### config.mk
export PLATFORM = sky130hd
export DESIGN_NAME = abi_fifo
export DESIGN_NICKNAME = d
export VERILOG_FILES = /design/src/hdl/abi_pkg.sv /design/src/hdl/abi_fifo.sv
export SDC_FILE = /design/constraint.sdc
export NUM_CORES = 1
export LEC_CHECK = 0
export BUFFER_PORTS_ARGS = -buffer_cell sky130_fd_sc_hd__buf_2
export CORE_AREA = 2 2 163 133
export CTS_CLUSTER_DIAMETER = 150
export DETAILED_ROUTE_END_ITERATION = 6
export DIE_AREA = 0 0 165 135
export PLACE_DENSITY_LB_ADDON = 0.1
export SLEW_MARGIN = 20
export SYNTH_ARGS = -nofsm -noshare
export SYNTH_HDL_FRONTEND = slang
export SYNTH_SLANG_ARGS = --single-unit
### constraint.sdc
create_clock -name clk -period 9.8 [get_ports clk]
set_input_delay 0.98 -clock clk [delete_from_list [all_inputs] [get_ports clk]]
set_output_delay 0.98 -clock clk [all_outputs]
set_load 0.01 [all_outputs]
### src/hdl/abi_pkg.sv
// Shared types and constants for the basic integer ALU.
// Holds the operation codes, the front-to-back item record and the divider step.
`timescale 1ns / 1ps
`default_nettype none
package abi_pkg;
	localparam int W = 32;

	localparam logic [4:0] OP_ADD  = 5'd0;
	localparam logic [4:0] OP_SUB  = 5'd1;
	localparam logic [4:0] OP_MUL  = 5'd2;
	localparam logic [4:0] OP_AND  = 5'd3;
	localparam logic [4:0] OP_OR   = 5'd4;
	localparam logic [4:0] OP_EOR  = 5'd5;
	localparam logic [4:0] OP_DIV  = 5'd6;
	localparam logic [4:0] OP_IDIV = 5'd7;
	localparam logic [4:0] OP_MOD  = 5'd8;
	localparam logic [4:0] OP_EQ   = 5'd9;
	localparam logic [4:0] OP_NEQ  = 5'd10;
	localparam logic [4:0] OP_LT   = 5'd11;
	localparam logic [4:0] OP_LTE  = 5'd12;
	localparam logic [4:0] OP_GT   = 5'd13;
	localparam logic [4:0] OP_GTE  = 5'd14;
	localparam logic [4:0] OP_NEG  = 5'd15;
	localparam logic [4:0] OP_NOT  = 5'd16;

	localparam logic [1:0] ST_OK    = 2'd0;
	localparam logic [1:0] ST_DIV0  = 2'd1;
	localparam logic [1:0] ST_INEXACT = 2'd2;

	typedef enum logic [1:0] {
		CLS_NONE,
		CLS_SIMPLE,
		CLS_DIV
	} cls_t;

	// one classified operation, as handed from front to back
	typedef struct packed {
		logic [4:0]   mode;
		cls_t         cls;
		logic [W-1:0] a;
		logic [W-1:0] b;
		logic [W-1:0] mag_a;
		logic [W-1:0] mag_b;
		logic         sa;
		logic         sb;
	} op_t;

	// one stage of the back pipeline
	typedef struct packed {
		logic [4:0]   mode;
		cls_t         cls;
		logic [W-1:0] res;
		logic [W-1:0] quo;
		logic [W-1:0] rem;
		logic [W-1:0] den;
		logic         sa;
		logic         sb;
	} stg_t;

	// one restoring division step: bring down the next dividend bit
	function automatic stg_t div_step(input stg_t s);
		stg_t         r;
		logic [W:0]   trial;
		logic [W:0]   diff;
		r = s;
		trial = {s.rem, s.quo[W-1]};
		diff = trial - {1'b0, s.den};
		if (!diff[W]) begin
			r.rem = diff[W-1:0];
			r.quo = {s.quo[W-2:0], 1'b1};
		end else begin
			r.rem = trial[W-1:0];
			r.quo = {s.quo[W-2:0], 1'b0};
		end
		return r;
	endfunction
endpackage
`default_nettype wire

### src/hdl/abi_fifo.sv
// Two-entry queue between the front and back ends.
// Depends on abi_pkg.
`timescale 1ns / 1ps
`default_nettype none
module abi_fifo (
	input  wire logic     clk,
	input  wire logic     arst_n,
	input  wire logic     push_valid,
	output logic          push_ready,
	input  abi_pkg::op_t  push_op,
	output logic          pop_valid,
	input  wire logic     pop_ready,
	output abi_pkg::op_t  pop_op
);
	import abi_pkg::*;

	op_t        mem [2];
	logic       wptr_q;
	logic       rptr_q;
	logic [1:0] cnt_q;
	logic       do_push;
	logic       do_pop;

	assign push_ready = (cnt_q != 2'd2);
	assign pop_valid  = (cnt_q != 2'd0);
	assign do_push = push_valid && push_ready;
	assign do_pop  = pop_valid && pop_ready;
	assign pop_op = mem[rptr_q];

	always_ff @(posedge clk or negedge arst_n) begin
		if (!arst_n) begin
			wptr_q <= 1'b0;
			rptr_q <= 1'b0;
			cnt_q  <= 2'd0;
		end else begin
			if (do_push) wptr_q <= !wptr_q;
			if (do_pop) rptr_q <= !rptr_q;
			cnt_q <= cnt_q + {1'b0, do_push} - {1'b0, do_pop};
		end
	end

	always_ff @(posedge clk) begin
		if (do_push) mem[wptr_q] <= push_op;
	end
endmodule
`default_nettype wire

==> impl_results.md <==
* Setup violators final at 0
* Clk_lat worst skew at 530 ps
* YS warnings at 0
* Post-Synthesis Mean Instance Area at 22.7 sq um
* TNS Setup at 0 ps
* CTS Hold Bufs at 0
* Worst setup EP type: output pin
* Core Area at 0.0205 sq mm
* Routed WL per cell at between 15 and 20 microns
* Antenna violations before repair at 9
* H-tree Lvls at 1
* Synth unique cells at 19
* Adder and majority cell fraction of the synthesized area at less than 1%
* Final HPWL DP at 12.8 mm
* Syn nets at 590
* Hold_ws at between 200 and 250 ps
* Tightest Pin Transition at 1100 ps
* DRC at 0
* RePlAce Congestion at 0.746
* # nets final at ~890
* Relative slew slack at 26.7%
* Final period utilization at 42.2%
* Register area at between 0.008 and 0.009 sq mm
* Max-cap violations at 0
* Final min period at 4140 ps
* IO Port Bufs at 279
* Pre-antenna DRT Iters at 4
* Final slew viol count at 0
* Flops & latches, synth at 278
* Worst IR drop on VDD at 231 uV
* Largest family of logic cells by synthesized area: multiplexers
* CP max FO at 80
* Routed Antenna Nets at 0
* Share of the yosys chip area belonging to registers at 82.0%
* Ports at 280
* TritonCTS clock tree: yes
* # rows at between 40 and 50
* Initial Utilization at 49.5%
* Vias per inst at 4.92
* F_max at between 200 and 250 MHz
* Vias at 5133
* Clock Tree Buf Depth at 3
* Fill count at 1548
* TritonCTS Buffers at 28
* Post-Syn Instances at 448
* Synth Area in XOR/XNOR at 0.259%
* R2R Setup Slk at 6590 ps
* Share of layout cells above drive strength 1 at 59.8%
* Root buf cell: clkbuf_16
* First DRT Iteration DRCs at 280
* Outcome: finished, final reports clean
* Largest net degree at the start of global routing at ~80
* Compound-gate portion of the synthesized area at 0.234%
* Overall global routing resource usage at 17.0%
* RSZ-0062 raised after global routing: false
* Die footprint at 0.0223 sq mm
* CP Data Arrival Time at 3160 ps
* Fin. Hold Viols at 0
* Crit Path Class: flop to output pin
* Area of the multi-input gates at 0.00168 sq mm
* WP data required at 8820 ps
* Post-CTS resize count at 0
* R2R depth at 5
* Power per cell area at 297 mW/mm^2
* Multiplexer share of the synthesized area at 15.2%
* Vias in the first global route at 5420
* Hold Path Class: input port to async pin
* DP Cell Count at roughly 990
* Startpoint types: flop
* Die height at 135 microns
* P_leak at around 4.7 nW
* First-pass GRT wire length at 28.9 mm
* Synth Cell Area at 0.0102 sq mm
* Non-filler instance count after layout at 1043
* Die span in x at 165 microns
* Post-Synth Simple-Gate Area at less than 1%
* Total global routing overflow at 0
* Post-CTS Setup Bufs at 0
* Final wirelength at 19.6 mm
* Clk_skew at 14.1 ps
* CTS Sinks at 278
* CTS clock-pin slew for the worst setup and hold paths at around 60 ps
* P&R area growth vs syn at 24.5%
-- final timing paths --
check / startpoint / endpoint
hold reg to reg: wptr_q$_DFFE_PN0P_ / wptr_q$_DFFE_PN0P_
max in group asynchronous: arst_n / rptr_q$_DFFE_PN0P_
setup reg to reg: cnt_q[0]$_DFF_PN0_ / mem[0][112]$_DFFE_PP_
setup / recovery: rptr_q$_DFFE_PN0P_ / pop_op[61]
min in group clk: wptr_q$_DFFE_PN0P_ / wptr_q$_DFFE_PN0P_
hold / removal: arst_n / wptr_q$_DFFE_PN0P_
-- cells in the mapped netlist, drive strengths merged --
cell type | number | area share, %
nor4bb | 1 | 0.099
nor2b | 1 | 0.062
a311oi | 1 | 0.086
nand3 | 1 | 0.049
ha | 1 | 0.12
nand2 | 2 | 0.074
nor2 | 3 | 0.11
xnor2 | 3 | 0.26
nand2b | 1 | 0.062
and3 | 1 | 0.074
dfrtp | 4 | 0.99
buf | 15 | 1.6
or2 | 1 | 0.062
o21ba | 1 | 0.099
edfxtp | 274 | 81
mux2 | 137 | 15
o21ai | 1 | 0.049
-- cells by family (layout without fill, tap and decap cells) --
logic type / Yosys count / in the layout
buffers and inverters: 15 / 335
flip-flops: 278 / 278
multiplexers: 137 / 137
AO/OA/AOI/OAI: 3 / 3
XOR/XNOR: 3 / 3
adder cells (fa/ha/maj): 1 / 1
AND/OR/NAND/NOR: 11 / 11
other: 0 / 6
-- worst max-delay path: stages, from the launching register on --
cell	delay (ps)
dfrtp_4	1120
buf_4	760
mux2_2	440
buf_2	150
-- layout make-up --
cell class	instances	share of cell area (%)
sequential	278	65.9
antenna	6	0.119
tap	269	2.66
multi-input combinational	155	13.3
clock inverter	12	0.653
clock buffer	40	6.07
timing repair buffer	283	11.3
-- through the flow --
| step | setup WS [ps] | util, % | power (W) | instance area [sq um] |
|---|---|---|---|---|
| floorplan | 2420 | - | 0.00247 | 10200 |
| finish | 5660 | 61.6 | 0.00376 | 12600 |
| CTS | 5640 | 61.5 | 0.00382 | 12600 |
| global placement | 6010 | 57.4 | 0.00280 | 11800 |
| detailed placement | 5960 | 57.4 | 0.00282 | 11800 |
| global route | 5500 | 61.6 | 0.00395 | 12600 |
-- report_power, final --
part           switching, W  internal, W  total, W
registers          0.000121      0.00163   0.00175
clock network      0.000412     0.000569  0.000982
logic              0.000549     0.000482   0.00103
total               0.00108      0.00268   0.00376
-- sequential cells by signal, summed over array words and instances (netlist names) --
signal / count
wptr_q: 1
mem: 274
cnt_q: 2
rptr_q: 1
-- layer usage --
metal  GRT usage, %  share of wire (%)  up-vias
met5              0               0.18        -
met4           5.75                2.5        6
met3           7.71                 11       38
met2           27.6                 48      198
met1           20.3                 38     2484
li1               -                  -     2407
-- placed cells by master, fill, tap and decap left out --
cell	instances
and3_4	1
nand2b_1	1
diode_2	6
clkbuf_1	11
inv_8	1
clkinv_1	7
clkbuf_16	29
edfxtp_1	274
buf_4	3
clkinv_2	3
or2_2	1
nor2b_1	1
dfrtp_4	1
nand2_1	2
o21ai_0	1
buf_6	1
nor2_1	2
a311oi_1	1
xnor2_1	3
buf_2	279
nand3_1	1
dfrtp_1	3
ha_1	1
mux2_2	137
bufinv_16	1
o21ba_2	1
nor4bb_1	1
nor2_4	1
Note: power is estimated with default switching activity, not from simulation.
