--- config.mk ---
export PLATFORM = sky130hd
export DESIGN_NAME = abi_front
export DESIGN_NICKNAME = d
export VERILOG_FILES = /design/src/hdl/abi_pkg.sv /design/src/hdl/abi_front.sv
export SDC_FILE = /design/constraint.sdc
export NUM_CORES = 1
export LEC_CHECK = 0
export BUFFER_PORTS_ARGS = -buffer_cell sky130_fd_sc_hd__buf_2
export CAP_MARGIN = 20
export CORE_ASPECT_RATIO = 1.4
export CORE_MARGIN = 5
export CORE_UTILIZATION = 49
export CTS_CLUSTER_DIAMETER = 120
export CTS_CLUSTER_SIZE = 28
export DETAILED_ROUTE_END_ITERATION = 8
export PLACE_DENSITY = 0.87
export SYNTH_ARGS = -nofsm -noshare
export SYNTH_HDL_FRONTEND = slang
export SYNTH_SLANG_ARGS = --single-unit
--- constraint.sdc ---
create_clock -name clk -period 5.2 [get_ports clk]
set_input_delay 0 -clock clk [delete_from_list [all_inputs] [get_ports clk]]
set_output_delay 0 -clock clk [all_outputs]
set_load 0.03 [all_outputs]
--- src/hdl/abi_pkg.sv ---
// Shared types and constants for the basic integer ALU.
// Holds the operation codes, the front-to-back item record and the divider step.
`timescale 1ns / 1ps
`default_nettype none
package abi_pkg;
	localparam int W = 32;

	localparam logic [4:0] OP_ADD  = 5'd0;
	localparam logic [4:0] OP_SUB  = 5'd1;
	localparam logic [4:0] OP_MUL  = 5'd2;
	localparam logic [4:0] OP_AND  = 5'd3;
	localparam logic [4:0] OP_OR   = 5'd4;
	localparam logic [4:0] OP_EOR  = 5'd5;
	localparam logic [4:0] OP_DIV  = 5'd6;
	localparam logic [4:0] OP_IDIV = 5'd7;
	localparam logic [4:0] OP_MOD  = 5'd8;
	localparam logic [4:0] OP_EQ   = 5'd9;
	localparam logic [4:0] OP_NEQ  = 5'd10;
	localparam logic [4:0] OP_LT   = 5'd11;
	localparam logic [4:0] OP_LTE  = 5'd12;
	localparam logic [4:0] OP_GT   = 5'd13;
	localparam logic [4:0] OP_GTE  = 5'd14;
	localparam logic [4:0] OP_NEG  = 5'd15;
	localparam logic [4:0] OP_NOT  = 5'd16;

	localparam logic [1:0] ST_OK    = 2'd0;
	localparam logic [1:0] ST_DIV0  = 2'd1;
	localparam logic [1:0] ST_INEXACT = 2'd2;

	typedef enum logic [1:0] {
		CLS_NONE,
		CLS_SIMPLE,
		CLS_DIV
	} cls_t;

	// one classified operation, as handed from front to back
	typedef struct packed {
		logic [4:0]   mode;
		cls_t         cls;
		logic [W-1:0] a;
		logic [W-1:0] b;
		logic [W-1:0] mag_a;
		logic [W-1:0] mag_b;
		logic         sa;
		logic         sb;
	} op_t;

	// one stage of the back pipeline
	typedef struct packed {
		logic [4:0]   mode;
		cls_t         cls;
		logic [W-1:0] res;
		logic [W-1:0] quo;
		logic [W-1:0] rem;
		logic [W-1:0] den;
		logic         sa;
		logic         sb;
	} stg_t;

	// one restoring division step: bring down the next dividend bit
	function automatic stg_t div_step(input stg_t s);
		stg_t         r;
		logic [W:0]   trial;
		logic [W:0]   diff;
		r = s;
		trial = {s.rem, s.quo[W-1]};
		diff = trial - {1'b0, s.den};
		if (!diff[W]) begin
			r.rem = diff[W-1:0];
			r.quo = {s.quo[W-2:0], 1'b1};
		end else begin
			r.rem = trial[W-1:0];
			r.quo = {s.quo[W-2:0], 1'b0};
		end
		return r;
	endfunction
endpackage
`default_nettype wire

--- src/hdl/abi_front.sv ---
// Front end: registers an incoming beat and classifies it for the back end.
// Depends on abi_pkg.
`timescale 1ns / 1ps
`default_nettype none
module abi_front (
	input  wire logic               clk,
	input  wire logic               arst_n,
	input  wire logic               in_valid,
	output logic                    in_ready,
	input  wire logic [4:0]         mode,
	input  wire logic [31:0]        left_operand,
	input  wire logic [31:0]        right_operand,
	output logic                    op_valid,
	input  wire logic               op_ready,
	output abi_pkg::op_t            op
);
	import abi_pkg::*;

	logic v_s1;
	op_t  op_s1;
	cls_t cls;

	always_comb begin
		unique case (mode)
			OP_DIV, OP_IDIV, OP_MOD: cls = CLS_DIV;
			OP_ADD, OP_SUB, OP_MUL, OP_AND, OP_OR, OP_EOR, OP_EQ, OP_NEQ,
			OP_LT, OP_LTE, OP_GT, OP_GTE, OP_NEG, OP_NOT: cls = CLS_SIMPLE;
			default: cls = CLS_NONE;
		endcase
	end

	assign in_ready = !v_s1 || op_ready;

	always_ff @(posedge clk or negedge arst_n) begin
		if (!arst_n) begin
			v_s1 <= 1'b0;
		end else if (in_ready) begin
			v_s1 <= in_valid;
		end
	end

	always_ff @(posedge clk) begin
		if (in_ready && in_valid) begin
			op_s1.mode  <= mode;
			op_s1.cls   <= cls;
			op_s1.a     <= left_operand;
			op_s1.b     <= right_operand;
			op_s1.sa    <= left_operand[31];
			op_s1.sb    <= right_operand[31];
			op_s1.mag_a <= left_operand[31] ? (32'd0 - left_operand) : left_operand;
			op_s1.mag_b <= right_operand[31] ? (32'd0 - right_operand) : right_operand;
		end
	end

	assign op_valid = v_s1;
	assign op = op_s1;
endmodule
`default_nettype wire

==> flow_summary.json, run 1 <==
{
  "power_density_nw_per_um2": 374,
  "cp-startpoint": "left_operand[11]",
  "max_stage_delay_ps": 640,
  "drtPass1Iterations": 5,
  "grt_max_degree": 71,
  "fillCellCount": 663,
  "fin_crit_sh_pct": 46.7,
  "period_needed_ps": 2430,
  "max_slew_margin_pct": 42.3,
  "gp_congestion": 0.842,
  "status": "complete, no violations",
  "ys_warn_count": 0,
  "slew_violations": 0,
  "holdPathEnd": "op[129]$_DFFE_PP_",
  "netlist_area_um2": 5490,
  "r2r_setup_slack_ps": 3480,
  "crit_chain": "dlygate4sd3_1 > buf_2 > or4_1 > nor4_2 > nand3_1 > o41ai_1 > xnor2_1",
  "clock_latency_ps": 410,
  "fin_skew_ps": 8.60,
  "crit_type": "input pin to flip-flop",
  "initial_core_util_pct": 50.2,
  "syn-num-nets": 424,
  "place_hpwl_mm": 10.2,
  "antenna_left": 0,
  "reg2regPathDepth": 3,
  "wl_mm": 15.4,
  "wl_met2_mm": 7.98,
  "whs_ps": 113,
  "cp_data_required_time_ps": 5330,
  "grt_pass1_wl_mm": 23.3,
  "yosysSeqAreaShare_pct": 73.2,
  "htree_levels": 4,
  "area_growth_pct": 46.3,
  "dieArea_um2": 13400,
  "fp.dieH_um": 135,
  "r2r-end": "op[129]$_DFFE_PP_",
  "critPathMaxFanout": 5,
  "rows": 45,
  "hold_path_class": "input pin to flip-flop",
  "p_leak_nw": 3.10,
  "wl_met3_mm": 1.59,
  "via_count": 4325,
  "cts_buffers": 17,
  "critical-path-slowest-cell": "or4_1",
  "cts_tree": "yes",
  "clock-root-buffer": "clkbuf_16",
  "drcViolationCount": 0,
  "die_w_um": 99.4,
  "wire_per_inst_um": 19.5,
  "hold_violations": 0,
  "rsz0062_at_grt": "no",
  "tightest_slew_ps": 858,
  "dr.max_layer_used": "met4",
  "numClockSinks": 134,
  "synthCells": 347,
  "fin_setup_tns_ps": 0,
  "fin_ws_ps": 2770,
  "first_iter_violations": 228,
  "grt.total_usage_pct": 22.7,
  "final_cells": 794,
  "place_ws_ps": 2950,
  "grt_pass1_vias": 4469,
  "end_kind": "flip-flop",
  "path_buf_inv": 2,
  "cp.depth": 7,
  "multiInputGateArea_um2": 1390,
  "drive_above_1_share_pct": 38.9,
  "setup_viol": 0,
  "nNetsFinal": 715,
  "final-seq-area_um2": 4020,
  "hold_start": "left_operand[31]",
  "synth.avg_cell_area_um2": 15.8,
  "placed_cells": 689,
  "clockBufferDepth": 2,
  "cp.arrival_ps": 2560,
  "vdd_drop_max_mv": 0.257,
  "path_clk_slew_ps": 60,
  "viasPerCell": 5.45,
  "synth-seq-cells": 134,
  "hold_path_depth": 1,
  "timing.rr.start": "op_valid$_DFFE_PN0N_",
  "grt-ovfl-total": 0,
  "clock.fmax_mhz": 411,
  "cp_top_family": "simple AND/OR/NAND/NOR gates",
  "met1_length_mm": 5.27,
  "place.port_buffers": 211,
  "core_um2": 10900,
  "postCtsSetupRepairBufs": 0,
  "io_pins": 212,
  "maxCapViolCount": 0,
  "yosysUniqueCellTypes": 34,
  "antenna_found_initial": 0,
  "cp-start-kind": "input pin",
  "placed_cell_area_um2": 6680,
  "fin_area_um2": 8030
}
## area by class of cell
class | count | share of cell area [%]
Multi-Input combinational cell | 196 | 17.3
Sequential cell | 134 | 50.1
Clock buffer | 17 | 5.30
Inverter | 5 | 0.234
Timing Repair Buffer | 284 | 22.2
Clock inverter | 15 | 2.62
Tap cell | 141 | 2.20
Antenna cell | 2 | 0.0623
## layer usage
layer,global-route usage (%),up-vias
li1,-,1918
met2,39.8,295
met3,7.32,45
met5,0,-
met1,24.0,2067
met4,12.8,0
## cell usage after synthesis
library cell,number,area (um2)
nor4b_1,1,8.76
a21oi_1,1,5.00
dfrtp_1,1,25.0
o31ai_1,14,105
xnor2_1,58,508
nand2_1,25,93.8
nand3_1,4,20.0
edfxtp_1,133,3990
clkbuf_1,7,26.3
nor3_1,4,20.0
or4_4,1,11.3
and4bb_2,1,12.5
and4b_1,1,10.0
nand2b_1,7,43.8
or4_1,7,52.6
ha_1,4,50.1
buf_4,4,30.0
o21ai_0,24,120
and3_1,2,12.5
nand4_1,3,18.8
buf_1,1,3.75
nor4_2,2,25.0
o41ai_2,2,32.5
or3_4,2,22.5
or2_2,1,6.26
and2_1,1,6.26
inv_1,5,18.8
nor2b_1,1,6.26
o41ai_1,8,70.1
or3_1,7,43.8
nor4_1,5,31.3
nor2_1,7,26.3
or4b_2,1,10.0
nand4b_1,2,17.5
## power breakdown
part           switching, mW  internal [mW]
clock network          0.440          0.845
logic                  0.280          0.143
registers             0.0203           1.28
## stage by stage
| step | power [mW] | util (%) |
|---|---|---|
| after floorplan | 1.56 | - |
| after global placement | 1.68 | 61.1 |
| after detailed placement | 1.70 | 61.1 |
| after CTS | 3.01 | 73.5 |
| after global routing | 3.10 | 73.5 |
| final | 3.01 | 73.5 |
## flip-flops by register name, summed over array words and instances (netlist names)
register and cells:
op_valid 1, op 133
## cell usage in the layout (no fill, tap or decap), types with 3 or more instances in the layout
cell / n
clkinv_1: 3
o31ai_1: 14
or4_1: 7
nand2_1: 25
nor2_1: 7
o41ai_1: 8
buf_2: 211
nor3_1: 4
nand3_1: 4
nand4_1: 3
ha_1: 4
edfxtp_1: 133
dlygate4sd3_1: 71
inv_1: 5
xnor2_1: 58
o21ai_0: 24
nand2b_1: 7
clkinv_4: 3
clkbuf_16: 17
nor4_1: 5
or3_1: 7
clkinv_2: 3
bufinv_16: 5
## worst max path at each step
stage	to	slack, ps
after floorplan	op[100]$_DFFE_PP_	760
after global placement	op[63]$_DFFE_PP_	3060
after detailed placement	op[63]$_DFFE_PP_	2950
after CTS	op[63]$_DFFE_PP_	2810
after global routing	op[63]$_DFFE_PP_	2660
final	op[52]$_DFFE_PP_	2770
## repair_timing
| item | 4_1_cts | 5_1_grt |
|---|---|---|
| endpoints found under the hold margin | 129 | 0 |
| hold buffers | 71 | 0 |
| gates resized for setup | 0 | 0 |
## logic make-up after synthesis
kind of cell | share of synthesized area (%)
DFF | 73.2
and+or+nand+nor | 9.10
xor gates and xnor gates | 9.26
AOI/OAI and AO/OA | 6.06
buffers and inverters | 1.44
adders and majority gates | 0.912
Note: power is estimated with default switching activity, not from simulation.
==> run 2, diff against run 1 <==
clock period = 2.26 ns   (was 5.2 ns; I/O delays follow)
==> flow_summary.json, run 2 (same netlist as run 1, synthesis figures left out) <==
{
  "grt-ovfl-total": 0,
  "wire_per_inst_um": 20.6,
  "htree_levels": 4,
  "rows": 45,
  "slew_violations": 0,
  "maxCapViolCount": 0,
  "initial_core_util_pct": 50.2,
  "grt.total_usage_pct": 24.1,
  "wl_mm": 16.4,
  "place_hpwl_mm": 10.4,
  "clockBufferDepth": 2,
  "cp-start-kind": "input pin",
  "layout_common_cells": "buf_2 (208), edfxtp_1 (133), dlygate4sd3_1 (70)",
  "fillCellCount": 650,
  "final_common_cell": "buf_2",
  "viasPerCell": 5.50,
  "crit_type": "input pin to flip-flop",
  "via_count": 4397,
  "place_ws_ps": 42.6,
  "path_clk_slew_ps": 60,
  "clock_latency_ps": 410,
  "drive_above_1_share_pct": 40.8,
  "comb_power_share_pct": 14.7,
  "period_needed_ps": 2250,
  "p_leak_nw": 3.19,
  "grt_max_degree": 46,
  "drcViolationCount": 0,
  "cp.arrival_ps": 2400,
  "nNetsFinal": 721,
  "setup_viol": 0,
  "vdd_drop_max_mv": 0.593,
  "rsz0062_at_grt": "yes",
  "p_switching_mw": 1.83,
  "placed_cells": 695,
  "power_density_nw_per_um2": 841,
  "hold_path_class": "input pin to flip-flop",
  "cts_buffers": 17,
  "tightest_slew_ps": 645,
  "area_growth_pct": 49.2,
  "numClockSinks": 134,
  "gp_congestion": 0.833,
  "first_iter_violations": 168,
  "grt_pass1_vias": 4569,
  "fin_setup_tns_ps": 0,
  "place.port_buffers": 211,
  "core_um2": 10900,
  "fin_crit_sh_pct": 99.6,
  "clockPowerShare_pct": 41.9,
  "largest_reg_flops": 133,
  "max_slew_margin_pct": 57.0,
  "switching_share_pct": 26.6,
  "internal_power_mw": 5.05,
  "end_kind": "flip-flop",
  "cp_data_required_time_ps": 2410,
  "final_cells": 799,
  "critPathMaxFanout": 4,
  "fp.dieH_um": 135,
  "grt_pass1_wl_mm": 24.2,
  "io_pins": 212,
  "p_total_mw": 6.88,
  "antenna_left": 0,
  "hold_violations": 0,
  "antenna_found_initial": 0,
  "status": "complete, no violations",
  "fin_skew_ps": 12.0,
  "p_seq_share_pct": 43.3,
  "fin_ws_ps": 9.98,
  "cts_tree": "yes",
  "clock.fmax_mhz": 444,
  "r2r_setup_slack_ps": 780,
  "drtPass1Iterations": 5,
  "dieArea_um2": 13400,
  "clock-root-buffer": "clkbuf_16",
  "die_w_um": 99.4
}
-- run 2: layout make-up --
cell class | instances | area (um2) | area share, %
well taps | 141 | 176 | 2.16
repair buffers | 290 | 1880 | 23.0
flip-flops and latches | 134 | 4020 | 49.1
clock inverters | 15 | 193 | 2.35
clock buffers | 17 | 425 | 5.20
diodes | 1 | 2.50 | 0.0306
multi-input cells | 196 | 1470 | 18.0
inverters | 5 | 18.8 | 0.229
-- run 2: timing repair --
item	4_1_cts	5_1_grt
hold buffers	71	1
buffers inserted	0	2
hold endpoints to repair	130	1
resized for setup	0	13
setup endpoints to repair	0	12
-- run 2: path summary, 6_finish.rpt --
check                                startpoint  cells after the start              endpoint
max                            left_operand[11]                      7      op[58]$_DFFE_PP_
min                            left_operand[17]                      3      op[52]$_DFFE_PP_
max reg2reg                op_valid$_DFFE_PN0N_                      3  op[65]$_SDFFCE_PN0P_
min reg2reg                op_valid$_DFFE_PN0N_                      2     op[116]$_DFFE_PP_
max in group asynchronous                arst_n                      3  op_valid$_DFFE_PN0N_
min in group asynchronous                arst_n                      3  op_valid$_DFFE_PN0N_
-- run 2: power by group through the flow --
stage               combinational, mW  sequential, mW  clock, mW
CTS                             0.986            2.98       2.90
global placement                0.863            3.02          0
global route                     1.07            2.99       3.05
floorplan                       0.227            3.34          0
detailed placement              0.886            3.03          0
finish                           1.01            2.98       2.89
-- run 2: critical path: stages --
cell and delay (ps):
dlygate4sd3_1 540, buf_2 150, or4_1 650, nor4_4 310, nand3_1 270, o41ai_2 380, xnor2_1 100
-- run 2: layer usage --
layer / global-route usage (%) / share of wire [%]
met5: 0 / 0
met1: 24.4 / 32
met2: 44.0 / 53
met3: 8.24 / 12
met4: 11.4 / 3.3
-- run 2: stage by stage --
stage	instance area [um2]	util, %	hold WS (ps)
after floorplan	5490	-	-296
after global placement	6760	61.9	-226
after detailed placement	6760	61.9	-223
after CTS	8090	74.1	30.9
after global routing	8180	74.9	53.2
final	8190	74.9	57.0
